==> config.mk <==
export PLATFORM = sky130hd
export DESIGN_NAME = three_level_ready_queue_aging_flat
export DESIGN_NICKNAME = d
export VERILOG_FILES = /design/src/rtl/tlrq_pkg.sv /design/src/rtl/tlrq_if.sv /design/src/rtl/tlrq_datapath.sv /design/src/rtl/tlrq_ctrl.sv /design/src/rtl/three_level_ready_queue_aging.sv /design/src/flat_wrapper.sv
export SDC_FILE = /design/constraint.sdc
export NUM_CORES = 2
export LEC_CHECK = 0
export BUFFER_PORTS_ARGS = -buffer_cell sky130_fd_sc_hd__clkbuf_2
export CAP_MARGIN = 20
export CORE_ASPECT_RATIO = 0.9
export CORE_MARGIN = 8
export CORE_UTILIZATION = 40
export DETAILED_ROUTE_END_ITERATION = 8
export GPL_ROUTABILITY_DRIVEN = 0
export HOLD_SLACK_MARGIN = 0.08
export PLACE_DENSITY = 0.59
export SLEW_MARGIN = 20
export SYNTH_ARGS = -nofsm -noshare
export SYNTH_HDL_FRONTEND = slang
export SYNTH_HIERARCHICAL = 1
export SYNTH_SLANG_ARGS = --single-unit
==> constraint.sdc <==
create_clock -name clk -period 8.9 [get_ports clk]
set_input_delay 0.445 -clock clk [delete_from_list [all_inputs] [get_ports clk]]
set_output_delay 0.445 -clock clk [all_outputs]
set_load 0.01 [all_outputs]
==> src/rtl/tlrq_pkg.sv <==
// Shared constants, types and command/status structs of the ready queue scheduler.
package tlrq_pkg;

  localparam int NUM_PROCS   = 64;
  localparam int NUM_LEVELS  = 3;
  localparam int PID_W       = 6;
  localparam int LVL_W       = 2;
  localparam int AGE_W       = 8;
  localparam int PTR_W       = (NUM_PROCS > 1) ? $clog2(NUM_PROCS) : 1;
  localparam int CNT_W       = $clog2(NUM_PROCS + 1);
  localparam int STORE_DEPTH = NUM_LEVELS * NUM_PROCS;
  localparam int ADDR_W      = $clog2(STORE_DEPTH);
  localparam int PADDR_W     = 3;
  localparam int PDATA_W     = 32;

  // Register reset values
  localparam logic             AGING_ENABLE_RST  = 1'b1;
  localparam logic [AGE_W-1:0] AGING_QUANTUM_RST = AGE_W'(10);

  // Register indexes
  localparam logic REG_AGING_ENABLE  = 1'b0;
  localparam logic REG_AGING_QUANTUM = 1'b1;

  typedef logic [LVL_W-1:0] lvl_t;

  // Queue levels
  localparam lvl_t LVL_LOW  = 2'd0;
  localparam lvl_t LVL_MED  = 2'd1;
  localparam lvl_t LVL_HIGH = 2'd2;

  // Item commands
  localparam logic CMD_INSERT  = 1'b0;
  localparam logic CMD_RESCHED = 1'b1;

  typedef struct packed {
    logic load_item;
    logic rd_en;
    lvl_t rd_lvl;
    logic wr_en;
    lvl_t wr_lvl;
    logic wr_from_mem;
    logic med_tick;
    logic low_dec;
    logic low_reload;
    logic set_full;
    logic set_found;
    logic load_out;
  } dp_cmd_t;

  typedef struct packed {
    logic [NUM_LEVELS-1:0] q_nz;
    logic [NUM_LEVELS-1:0] q_full;
    logic                  med_hit;
    logic                  low_zero;
    logic                  is_insert;
    logic                  running;
    lvl_t                  prio;
    logic                  out_busy;
  } dp_stat_t;

endpackage

==> src/rtl/tlrq_if.sv <==
// Valid/ready channel interfaces for scheduler requests and results.
interface tlrq_req_if;
  logic                       valid;
  logic                       ready;
  logic                       cmd;
  logic [tlrq_pkg::PID_W-1:0] proc_id;
  logic [tlrq_pkg::LVL_W-1:0] prio_level;
  logic                       still_running;

  modport source (output valid, cmd, proc_id, prio_level, still_running, input ready);
  modport sink (input valid, cmd, proc_id, prio_level, still_running, output ready);
endinterface

interface tlrq_rsp_if;
  logic                       valid;
  logic                       ready;
  logic [tlrq_pkg::PID_W-1:0] next_proc;
  logic                       next_valid;
  logic                       queue_full;

  modport source (output valid, next_proc, next_valid, queue_full, input ready);
  modport sink (input valid, next_proc, next_valid, queue_full, output ready);
endinterface

==> src/rtl/tlrq_datapath.sv <==
// Queue memory, pointers, aging counters, item and result registers.
module tlrq_datapath (
  input  logic                              clk,
  input  logic                              rst,
  input  tlrq_pkg::dp_cmd_t                 c,
  output tlrq_pkg::dp_stat_t                s,
  input  logic [tlrq_pkg::AGE_W-1:0]        aging_quantum,
  input  logic                              in_cmd,
  input  logic [tlrq_pkg::PID_W-1:0]        in_proc_id,
  input  logic [tlrq_pkg::LVL_W-1:0]        in_prio_level,
  input  logic                              in_still_running,
  input  logic                              out_ready,
  output logic                              out_valid,
  output logic [tlrq_pkg::PID_W-1:0]        out_next_proc,
  output logic                              out_next_valid,
  output logic                              out_queue_full
);
  import tlrq_pkg::*;

  logic [PID_W-1:0] store [STORE_DEPTH];
  logic [PID_W-1:0] rd_data;
  logic [PTR_W-1:0] head [NUM_LEVELS];
  logic [PTR_W-1:0] tail [NUM_LEVELS];
  logic [CNT_W-1:0] cnt  [NUM_LEVELS];
  logic [AGE_W-1:0] med_cnt;
  logic [AGE_W-1:0] low_cnt;

  logic             it_cmd;
  logic [PID_W-1:0] it_pid;
  lvl_t             it_prio;
  logic             it_run;
  logic             full_flag;
  logic             found;

  logic [ADDR_W-1:0] rd_addr;
  logic [ADDR_W-1:0] wr_addr;
  logic [PID_W-1:0]  wr_data;

  function automatic logic [ADDR_W-1:0] q_addr(lvl_t lvl, logic [PTR_W-1:0] ptr);
    q_addr = ADDR_W'(lvl) * ADDR_W'(NUM_PROCS) + ADDR_W'(ptr);
  endfunction

  function automatic logic [PTR_W-1:0] ptr_inc(logic [PTR_W-1:0] ptr);
    if (ptr == PTR_W'(NUM_PROCS - 1)) begin
      ptr_inc = '0;
    end else begin
      ptr_inc = ptr + PTR_W'(1);
    end
  endfunction

  assign rd_addr = q_addr(c.rd_lvl, head[c.rd_lvl]);
  assign wr_addr = q_addr(c.wr_lvl, tail[c.wr_lvl]);
  assign wr_data = c.wr_from_mem ? rd_data : it_pid;

  // Queue storage: one write port, one registered read port
  always_ff @(posedge clk) begin
    if (c.wr_en) begin
      store[wr_addr] <= wr_data;
    end
    if (c.rd_en) begin
      rd_data <= store[rd_addr];
    end
  end

  // Advance head on pop, tail on push
  always_ff @(posedge clk) begin
    if (rst) begin
      for (int i = 0; i < NUM_LEVELS; i++) begin
        head[i] <= '0;
        tail[i] <= '0;
        cnt[i]  <= '0;
      end
    end else begin
      if (c.rd_en) begin
        head[c.rd_lvl] <= ptr_inc(head[c.rd_lvl]);
        cnt[c.rd_lvl]  <= cnt[c.rd_lvl] - CNT_W'(1);
      end
      if (c.wr_en) begin
        tail[c.wr_lvl] <= ptr_inc(tail[c.wr_lvl]);
        cnt[c.wr_lvl]  <= cnt[c.wr_lvl] + CNT_W'(1);
      end
    end
  end

  // Aging counters: medium reloads when it hits, low saturates at zero
  always_ff @(posedge clk) begin
    if (rst) begin
      med_cnt <= AGING_QUANTUM_RST;
      low_cnt <= AGING_QUANTUM_RST;
    end else begin
      if (c.med_tick) begin
        med_cnt <= s.med_hit ? aging_quantum : med_cnt - AGE_W'(1);
      end
      if (c.low_reload) begin
        low_cnt <= aging_quantum;
      end else if (c.low_dec && low_cnt != '0) begin
        low_cnt <= low_cnt - AGE_W'(1);
      end
    end
  end

  // Hold the accepted word, clamp priority three to high
  always_ff @(posedge clk) begin
    if (c.load_item) begin
      it_cmd  <= in_cmd;
      it_pid  <= in_proc_id;
      it_prio <= (in_prio_level > LVL_HIGH) ? LVL_HIGH : in_prio_level;
      it_run  <= in_still_running;
    end
  end

  // Result flags of the current word
  always_ff @(posedge clk) begin
    if (rst) begin
      full_flag <= 1'b0;
      found     <= 1'b0;
    end else if (c.load_item) begin
      full_flag <= 1'b0;
      found     <= 1'b0;
    end else begin
      if (c.set_full) begin
        full_flag <= 1'b1;
      end
      if (c.set_found) begin
        found <= 1'b1;
      end
    end
  end

  // Output register
  always_ff @(posedge clk) begin
    if (rst) begin
      out_valid <= 1'b0;
    end else if (c.load_out) begin
      out_valid <= 1'b1;
    end else if (out_ready) begin
      out_valid <= 1'b0;
    end
  end

  always_ff @(posedge clk) begin
    if (c.load_out) begin
      out_next_proc  <= found ? rd_data : '0;
      out_next_valid <= found;
      out_queue_full <= full_flag;
    end
  end

  // Status to the controller
  always_comb begin
    for (int i = 0; i < NUM_LEVELS; i++) begin
      s.q_nz[i]   = (cnt[i] != '0);
      s.q_full[i] = (cnt[i] == CNT_W'(NUM_PROCS));
    end
    s.med_hit   = (med_cnt <= AGE_W'(1));
    s.low_zero  = (low_cnt == '0);
    s.is_insert = (it_cmd == CMD_INSERT);
    s.running   = it_run;
    s.prio      = it_prio;
    s.out_busy  = out_valid && !out_ready;
  end

  a_no_rd_wr_same: assert property (@(posedge clk) disable iff (rst)
    !(c.rd_en && c.wr_en))
    else $error("queue read and write issued together");

  a_push_not_full: assert property (@(posedge clk) disable iff (rst)
    c.wr_en |-> !s.q_full[c.wr_lvl])
    else $error("push into a full queue");

  a_pop_not_empty: assert property (@(posedge clk) disable iff (rst)
    c.rd_en |-> s.q_nz[c.rd_lvl])
    else $error("pop from an empty queue");

  a_load_out_free: assert property (@(posedge clk) disable iff (rst)
    c.load_out |-> !s.out_busy)
    else $error("result overwritten before it was taken");

endmodule

==> src/rtl/tlrq_ctrl.sv <==
// Sequencer that steps one word through insert, or aging, requeue and dequeue.
module tlrq_ctrl (
  input  logic               clk,
  input  logic               rst,
  input  logic               in_valid,
  input  logic               in_cmd,
  output logic               in_ready,
  input  logic               aging_enable,
  input  tlrq_pkg::dp_stat_t s,
  output tlrq_pkg::dp_cmd_t  c
);
  import tlrq_pkg::*;

  localparam logic [2:0] S_IDLE   = 3'd0;
  localparam logic [2:0] S_AGE_M  = 3'd1;
  localparam logic [2:0] S_MOVE_M = 3'd2;
  localparam logic [2:0] S_AGE_L  = 3'd3;
  localparam logic [2:0] S_MOVE_L = 3'd4;
  localparam logic [2:0] S_PUSH   = 3'd5;
  localparam logic [2:0] S_POP    = 3'd6;
  localparam logic [2:0] S_DONE   = 3'd7;

  logic [2:0] state;
  logic [2:0] state_next;
  logic [2:0] after_age;

  assign in_ready  = (state == S_IDLE);
  assign after_age = s.running ? S_PUSH : S_POP;

  always_ff @(posedge clk) begin
    if (rst) begin
      state <= S_IDLE;
    end else begin
      state <= state_next;
    end
  end

  // Decode state into datapath commands
  always_comb begin
    c          = '0;
    state_next = state;
    unique case (state)
      S_IDLE: begin
        if (in_valid) begin
          c.load_item = 1'b1;
          state_next  = (in_cmd == CMD_INSERT) ? S_PUSH : S_AGE_M;
        end
      end
      S_AGE_M: begin
        if (!aging_enable) begin
          state_next = after_age;
        end else begin
          c.med_tick = 1'b1;
          if (s.med_hit && s.q_nz[LVL_MED] && !s.q_full[LVL_HIGH]) begin
            c.rd_en    = 1'b1;
            c.rd_lvl   = LVL_MED;
            state_next = S_MOVE_M;
          end else begin
            state_next = S_AGE_L;
          end
        end
      end
      S_MOVE_M: begin
        c.wr_en       = 1'b1;
        c.wr_lvl      = LVL_HIGH;
        c.wr_from_mem = 1'b1;
        c.low_dec     = 1'b1;
        state_next    = S_AGE_L;
      end
      S_AGE_L: begin
        state_next = after_age;
        if (s.low_zero) begin
          c.low_reload = 1'b1;
          if (s.q_nz[LVL_LOW] && !s.q_full[LVL_MED]) begin
            c.rd_en    = 1'b1;
            c.rd_lvl   = LVL_LOW;
            state_next = S_MOVE_L;
          end
        end
      end
      S_MOVE_L: begin
        c.wr_en       = 1'b1;
        c.wr_lvl      = LVL_MED;
        c.wr_from_mem = 1'b1;
        state_next    = after_age;
      end
      S_PUSH: begin
        if (s.q_full[s.prio]) begin
          c.set_full = 1'b1;
        end else begin
          c.wr_en  = 1'b1;
          c.wr_lvl = s.prio;
        end
        state_next = s.is_insert ? S_DONE : S_POP;
      end
      S_POP: begin
        // Take the head of the highest nonempty level
        priority if (s.q_nz[LVL_HIGH]) begin
          c.rd_en     = 1'b1;
          c.rd_lvl    = LVL_HIGH;
          c.set_found = 1'b1;
        end else if (s.q_nz[LVL_MED]) begin
          c.rd_en     = 1'b1;
          c.rd_lvl    = LVL_MED;
          c.set_found = 1'b1;
        end else if (s.q_nz[LVL_LOW]) begin
          c.rd_en     = 1'b1;
          c.rd_lvl    = LVL_LOW;
          c.set_found = 1'b1;
        end else begin
          c.set_found = 1'b0;
        end
        state_next = S_DONE;
      end
      S_DONE: begin
        if (!s.out_busy) begin
          c.load_out = 1'b1;
          state_next = S_IDLE;
        end
      end
    endcase
  end

endmodule

==> src/rtl/three_level_ready_queue_aging.sv <==
// Top level: configuration registers, sequencer and queue datapath.
//
// Three-level ready queue scheduler with aging, for one core.
// req channel (valid/ready): cmd 0 inserts proc_id at the tail of queue
// prio_level (3 counts as high); cmd 1 reschedules: optional aging
// promotions, requeue of proc_id when still_running, then dequeue of the
// head of the highest nonempty queue. Every word yields one rsp word with
// next_proc, next_valid and queue_full.
// The APB port holds aging_enable (0x0) and aging_quantum (0x4); write
// them only while the block is idle.
// Sequencing: an insert steps through the push and done states; a
// reschedule steps each promotion, the requeue and the dequeue in turn
// through the single read port and single write port of the queue memory.
// The result sits in an output register, so the next word is taken while
// it waits on rsp.ready; if the previous result is still held, the
// sequencer waits before loading.
// Reset empties all queues, sets aging_enable to 1, aging_quantum and
// both aging counters to 10. Queue memory contents are not cleared.
module three_level_ready_queue_aging (
  input  logic                             clk,
  input  logic                             rst,
  tlrq_req_if.sink                         req,
  tlrq_rsp_if.source                       rsp,
  input  logic                             psel,
  input  logic                             penable,
  input  logic                             pwrite,
  input  logic [tlrq_pkg::PADDR_W-1:0]     paddr,
  input  logic [tlrq_pkg::PDATA_W-1:0]     pwdata,
  output logic [tlrq_pkg::PDATA_W-1:0]     prdata,
  output logic                             pready
);
  import tlrq_pkg::*;

  logic             aging_enable;
  logic [AGE_W-1:0] aging_quantum;
  logic             reg_sel;
  logic             cfg_wr;
  dp_cmd_t          c;
  dp_stat_t         s;

  assign pready  = 1'b1;
  assign reg_sel = paddr[2];
  assign cfg_wr  = psel && penable && pwrite && pready;

  // Configuration write
  always_ff @(posedge clk) begin
    if (rst) begin
      aging_enable  <= AGING_ENABLE_RST;
      aging_quantum <= AGING_QUANTUM_RST;
    end else if (cfg_wr) begin
      unique case (reg_sel)
        REG_AGING_ENABLE:  aging_enable  <= pwdata[0];
        REG_AGING_QUANTUM: aging_quantum <= pwdata[AGE_W-1:0];
      endcase
    end
  end

  // Configuration read
  always_comb begin
    unique case (reg_sel)
      REG_AGING_ENABLE:  prdata = PDATA_W'(aging_enable);
      REG_AGING_QUANTUM: prdata = PDATA_W'(aging_quantum);
    endcase
  end

  tlrq_ctrl u_ctrl (
    .clk          (clk),
    .rst          (rst),
    .in_valid     (req.valid),
    .in_cmd       (req.cmd),
    .in_ready     (req.ready),
    .aging_enable (aging_enable),
    .s            (s),
    .c            (c)
  );

  tlrq_datapath u_datapath (
    .clk              (clk),
    .rst              (rst),
    .c                (c),
    .s                (s),
    .aging_quantum    (aging_quantum),
    .in_cmd           (req.cmd),
    .in_proc_id       (req.proc_id),
    .in_prio_level    (req.prio_level),
    .in_still_running (req.still_running),
    .out_ready        (rsp.ready),
    .out_valid        (rsp.valid),
    .out_next_proc    (rsp.next_proc),
    .out_next_valid   (rsp.next_valid),
    .out_queue_full   (rsp.queue_full)
  );

endmodule
==> src/flat_wrapper.sv <==
// flat-port wrapper written by rule: the top's interface ports become plain ports
module three_level_ready_queue_aging_flat import tlrq_pkg::*;
  (clk, rst, psel, penable, pwrite, paddr, pwdata, prdata, pready, req_valid, req_cmd, req_proc_id, req_prio_level, req_still_running, req_ready, rsp_valid, rsp_next_proc, rsp_next_valid, rsp_queue_full, rsp_ready);
  tlrq_req_if req_i ();
  tlrq_rsp_if rsp_i ();
  input  logic clk;
  input  logic rst;
  input  logic psel;
  input  logic penable;
  input  logic pwrite;
  input  logic [tlrq_pkg::PADDR_W-1:0] paddr;
  input  logic [tlrq_pkg::PDATA_W-1:0] pwdata;
  output logic [tlrq_pkg::PDATA_W-1:0] prdata;
  output logic pready;
  input wire logic [$bits(req_i.valid)-1:0] req_valid;
  input wire logic [$bits(req_i.cmd)-1:0] req_cmd;
  input wire logic [$bits(req_i.proc_id)-1:0] req_proc_id;
  input wire logic [$bits(req_i.prio_level)-1:0] req_prio_level;
  input wire logic [$bits(req_i.still_running)-1:0] req_still_running;
  output wire logic [$bits(req_i.ready)-1:0] req_ready;
  output wire logic [$bits(rsp_i.valid)-1:0] rsp_valid;
  output wire logic [$bits(rsp_i.next_proc)-1:0] rsp_next_proc;
  output wire logic [$bits(rsp_i.next_valid)-1:0] rsp_next_valid;
  output wire logic [$bits(rsp_i.queue_full)-1:0] rsp_queue_full;
  input wire logic [$bits(rsp_i.ready)-1:0] rsp_ready;
  assign req_i.valid = req_valid;
  assign req_i.cmd = req_cmd;
  assign req_i.proc_id = req_proc_id;
  assign req_i.prio_level = req_prio_level;
  assign req_i.still_running = req_still_running;
  assign req_ready = req_i.ready;
  assign rsp_valid = rsp_i.valid;
  assign rsp_next_proc = rsp_i.next_proc;
  assign rsp_next_valid = rsp_i.next_valid;
  assign rsp_queue_full = rsp_i.queue_full;
  assign rsp_i.ready = rsp_ready;
  three_level_ready_queue_aging u_core (.clk(clk), .rst(rst), .req(req_i), .rsp(rsp_i), .psel(psel), .penable(penable), .pwrite(pwrite), .paddr(paddr), .pwdata(pwdata), .prdata(prdata), .pready(pready));
endmodule
After elaboration in Yosys (flattened, before gate mapping)
Memory sizes are Yosys's and may differ from the RTL's. A register that Yosys moved wholly into a read port is not among the register bits.
Index checks and enable logic that the tools add are counted.
{ "totals": {"ff_bits": 49, "latchBits": 0, "ram_bits": 1209, "rom_bits": 0, "inputBits": 52, "output_inout_bits": 43, "word_cells": 144, "memories": 4} }
{ "op_classes": {"n_addsub": 8, "n_mul": 0, "div": 0, "n_lt_le_gt_ge": 3, "eq_ne": 14, "shifts": 0, "mux": 72, "bitwise": 1, "reduce_logical": 27} }
{ "mem_list": {"columns": ["name", "words", "word_bits", "read_ports", "rd_clocked_by_memory_dff", "wr", "line", "rtl"], "rows": [
  ["u_core.u_datapath.store", 192, 6, 1, 1, 1, "tlrq_datapath.sv:20", "logic [PID_W-1:0] store [STORE_DEPTH];"],
  ["u_core.u_datapath.cnt", 3, 7, 5, 0, 3, "tlrq_datapath.sv:24", "logic [CNT_W-1:0] cnt [NUM_LEVELS];"],
  ["u_core.u_datapath.head", 3, 6, 1, 0, 3, "tlrq_datapath.sv:22", "logic [PTR_W-1:0] head [NUM_LEVELS];"],
  ["u_core.u_datapath.tail", 3, 6, 1, 0, 3, "tlrq_datapath.sv:23", "logic [PTR_W-1:0] tail [NUM_LEVELS];"]
]} }
{ "op_table": {"columns": ["cell", "count"], "rows": [
  ["32-bit one-hot mux with 2 select lines", 1],
  ["6-bit 2-to-1 mux", 9],
  ["3-bit 2-to-1 mux", 13],
  ["1-bit 2-to-1 mux", 34],
  ["8-bit 2-to-1 mux", 3],
  ["3-bit one-hot mux with 8 select lines", 1],
  ["7-bit equality test (second input constant)", 3],
  ["7-bit nonzero test", 3],
  ["3-bit one-hot mux with 3 select lines", 2],
  ["8-bit by 6-bit adder with 8-bit output", 2],
  ["8-bit by 1-bit subtractor with 8-bit output (second input constant)", 2],
  ["7-bit 2-to-1 mux", 2],
  ["7-bit OR reduction", 2],
  ["6-bit by 1-bit adder with 6-bit output (second input constant)", 2],
  ["3-bit equality test (second input constant)", 4],
  ["6-bit equality test (second input constant)", 2],
  ["2-bit 2-to-1 mux", 6],
  ["6-bit OR reduction", 2],
  ["8-bit by 1-bit <= comparator with 1-bit output (second input constant)", 1],
  ["8-bit logical NOT", 1],
  ["8-bit nonzero test", 1],
  ["7-bit by 1-bit adder with 7-bit output (second input constant)", 1],
  ["1-bit logical AND", 7],
  ["7-bit by 1-bit subtractor with 7-bit output (second input constant)", 1],
  ["other kinds (12)", 20]
]} }

Depth between registers and ports, before layout
An unclocked memory read counts as a cell.
{ "logic_depth": {"ltp_word": 13, "depth_mapped": 23} }

Hierarchy
Netlist, hierarchy kept.
{ "modules_own_cells": {"columns": ["module", "n_inst", "cells_each", "area_each_um2", "seq_area_each_um2"], "rows": [
  ["tlrq_datapath", 1, 3449, 51817.2, 37976.4],
  ["three_level_ready_queue_aging", 1, 76, 664.4, 180.2],
  ["tlrq_ctrl", 1, 58, 402.9, 60.1]
]} }

Worst setup path before layout
No wires, ideal clock.
{ "synth_path": {"kind": "flip-flop to flip-flop", "startpoint": "register u_core.u_datapath.med_cnt[4]", "endpoint": "memory u_core/u_datapath/head[2][5] (netlist bit), data pin", "setup_ns": 0.263, "t_arrival_ns": 4.381, "t_required_ns": 8.637, "path_slack_ns": 4.256, "stages_incl_launch_ff": 22, "n_path_buf": 7, "synth_period_minus_slack_ns": 4.644, "path_cell_list": "dfxtp_1 or3_1 or4_1 clkbuf_1 inv_1 nand3b_1 nand2b_1 o21ai_0 buf_2 mux2_2 inv_1 buf_2 buf_2 buf_2 buf_2 buf_1 ha_1 nand2_1 o21ai_0 nand3_1 a21oi_1 nor2_1"} }
{ "synth_lines": {"columns": ["element", "line", "rtl"], "rows": [
  ["start, declared", "tlrq_datapath.sv:25", "logic [AGE_W-1:0] med_cnt;"],
  ["start signal, assigned", "tlrq_datapath.sv:92", "med_cnt <= s.med_hit ? aging_quantum : med_cnt - AGE_W'(1);"],
  ["end, declared", "tlrq_datapath.sv:22", null]
]} }

==> results.py <==
metrics = {
    "die": {
        "rows": 126,
        "ios": 95,
        "start_util_pct": 40.3,
        "die_h_um": 361,
        "design.core.area_um2": 131000,
        "dieArea_um2": 144000,
        "die_w_um": 399,
    },
    "global_route": {
        "grt_max_degree": 141,
        "grt_usage_pct": 20.5,
        "antenna_found_initial": 8,
        "grt_pass1_vias": 30700,
        "grt_pass1_wl_um": 218000,
        "globalRoute.totalOverflow": 0,
    },
    "route": {
        "drt-total-wl_um": 151000,
        "num_vias": 32100,
        "drc": 0,
        "wl_per_cell_um": 27.8,
        "drt_iter0_drc": 4163,
        "viasPerCell": 5.88,
        "postRouteAntennaNets": 0,
        "firstDrtPassIters": 5,
    },
    "logic_synthesis": {
        "synth_area_leaders": "edfxtp_1, mux4_2, nand2_1, mux2i_1, nor2_1",
        "synth_enable_flop_cells": 1252,
        "synth_top_area_share_pct": 71.1,
        "yosysSeqAreaShare_pct": 72.3,
        "synth_largest_area_cell": "edfxtp_1",
        "syn-instance-count": 3583,
        "ys_ff_latch": 1283,
        "syn_avg_cell_area_um2": 14.8,
        "yosys_warnings": 6,
        "yosysUniqueCellTypes": 82,
        "syn_area_um2": 52900,
        "synth-main-ff-cell": "edfxtp_1",
        "synthArstFlopShare_pct": 0,
    },
    "critical_path": {
        "path_class": "flop to flop",
        "path_cells": "or3_1 > or4_1 > inv_1 > nand3b_1 > nand2b_1 > o21ai_4 > mux4_4 > nand2b_2 > nor2_1 > a32oi_1 > o221a_2 > o211ai_1 > nor3_1 > nor4_1",
        "crit_path_start_kind": "flop",
        "critPathRequiredTime_ns": 9.37,
        "critPathCaptureType": "flop",
        "crit_fanout": 38,
        "cp.arrival_ns": 7.15,
        "slowest_delay_ns": 1.06,
        "slowest_stage": "mux4_4",
    },
    "sta": {
        "final_max_slew_viol_count": 0,
        "min_period_ns": 6.68,
        "rsz0062_at_grt": "no",
        "fmax_mhz": 150,
        "finClkSkew_ns": 0.0368,
        "fin_ws_ns": 2.22,
        "final_hold_viol_count": 0,
        "relSlewSlack_pct": 23.1,
        "period_share_pct": 75.0,
        "tns_ns": 0,
        "worstMarginPinSlew_ns": 1.15,
        "setup_violations": 0,
    },
    "final_layout": {
        "layout.nets": 3688,
        "fin_util_pct": 45.3,
        "instances_no_fill": 5452,
        "post_route_cells_drive_above_1_share_pct": 12.5,
        "final_common_cell": "edfxtp_1",
        "layout-area-overhead-vs-synth_pct": 12.3,
        "mostFrequentLayoutCells": "edfxtp_1, nand2_1, nor2_1",
        "antenna_cells": 0,
    },
    "pwr": {
        "power_w": 0.0155,
        "max-vdd-ir-drop_uv": 283,
        "power_density_nw_per_um2": 262,
        "leakage_nw": 19.0,
    },
    "job": {
        "maxCapViolCount": 0,
    },
    "cts": {
        "cts_resized": 0,
        "worstSkewPairLatency_ns": 0.77,
        "clk_pin_slew_ns": 0.06,
        "cts_max_level": 4,
        "postCtsSetupBuffers": 0,
        "numCtsBuffers": 135,
        "cts.sinks": 1283,
        "clockBufferDepth": 3,
        "cts_root_buf": "clkbuf_16",
        "cts_tree": "done",
    },
    "min_path": {
        "min_path_type": "input pin to flop",
    },
    "place": {
        "port_buffers": 43,
        "pre_cts_ws_ns": 2.39,
        "dp.cells": 5195,
        "hpwl_um": 91500,
    },
    "outcome": {
        "status": "finished, final reports clean",
    },
}
[routing by layer]
layer	vias up	wire [um]	GRT usage [%]	share of wire, %
met5	-	25	0	0.017
met4	4	4790	6.99	3.2
met3	268	15600	4.73	10
met2	1639	68600	31.5	45
met1	16400	62400	28.9	41
li1	13700	-	-	-
[Yosys cell counts (5+ instances only)]
library cell     n
a32o_1           5
nand2_1        510
o221ai_1        12
o21ai_0         38
a311oi_1        31
xor2_1           7
buf_6            8
dfxtp_1         31
ha_1            10
o211ai_1        12
nand3b_1        11
o22ai_1         39
inv_1           30
a32oi_1         12
a221oi_1         9
a31oi_1         63
clkbuf_1       120
xnor2_1         15
a22oi_1         12
nand3_1        123
buf_4           31
a2111oi_0       18
edfxtp_1      1252
o2111ai_1        5
a211oi_1       100
nand4_1         12
and2_1          10
or3_1            8
mux2_2          15
nor2_1         315
and3_1          22
a21oi_1        107
nor3_1          21
and2_2           7
nand2b_1        41
buf_2           66
mux2i_1        131
mux4_2         117
buf_1           26
nor4_1          25
nor2b_1         91
or2_2            8
[worst paths after layout]
check / from / to / slack, ns / depth (start not counted)
max: u_core/u_datapath/med_cnt[4]$_SDFFE_PP0P_ / u_core/u_datapath/rd_data[0]$_DFFE_PP_ / 2.22 / 14
min reg2reg: u_core/u_datapath/full_flag$_SDFFE_PP0P_ / u_core/u_datapath/out_queue_full$_DFFE_PP_ / 0.45 / 0
min: psel / u_core/aging_quantum[4]$_SDFFE_PP0P_ / 0.35 / 3
max reg2reg: u_core/u_datapath/med_cnt[4]$_SDFFE_PP0P_ / u_core/u_datapath/rd_data[0]$_DFFE_PP_ / 2.22 / 14
[where the power goes]
part	internal, W	switching [W]	leakage, nW	total (W)
Combinational	0.000573	0.00199	5.36	0.00257
Sequential	0.00748	0.0000671	11.6	0.00755
Clock	0.00314	0.00229	2.04	0.00543
Total	0.0112	0.00435	19.0	0.0155
[sequential cells by signal (all words and copies together) (netlist names), 8 cells and up]
| name | cells |
|---|---|
| u_core/u_datapath/head | 24 |
| u_core/aging_quantum | 8 |
| u_core/u_datapath/cnt | 28 |
| u_core/u_datapath/store | 1152 |
| u_core/u_datapath/tail | 24 |
| u_core/u_datapath/med_cnt | 8 |
| u_core/u_datapath/low_cnt | 8 |
[through the flow]
step	instance area [um2]	hold WS (ns)
2_1_floorplan	53000	0.409
3_3_place_gp	55000	0.432
3_5_place_dp	55000	0.433
4_1_cts	59400	0.289
5_1_grt	59400	0.356
6_report	59400	0.345
[repair_timing]
item | CTS | global route
endpoints found under the hold margin | 22 | 0
setup endpoints to repair | 0 | 0
hold buffers | 22 | 0
[worst max-delay path, delay by kind of cell (launching register included)]
kind                   cells  cell delay (ns)
muxes                      1             1.06
and+or+nand+nor            8             3.50
DFF                        1             0.36
AOI/OAI and AO/OA          4             1.11
buffers and inverters      1             0.32
[cell type report]
class | instances | area [um2]
fillers | 11400 | 71800
multi-input cells | 2040 | 13600
inverters | 32 | 135
clock inverters | 59 | 567
well taps | 1728 | 2160
repair buffers | 134 | 1040
clock buffers | 176 | 3640
flip-flops and latches | 1283 | 38200
[cell families (layout without fill, tap and decap cells)]
group           after synthesis  count (layout)  synth area share [%]
xor+xnor                     22              22                 0.364
flops                      1283            1283                  72.3
simple gates               1225            1225                  10.4
compound gates              493             493                  6.39
buf+inv                     283             401                  2.50
other cells                   2              25                0.0142
mux                         265             265                  7.85
fa+ha+maj                    10              10                 0.237
No activity file was read; power rests on OpenSTA's default activity.
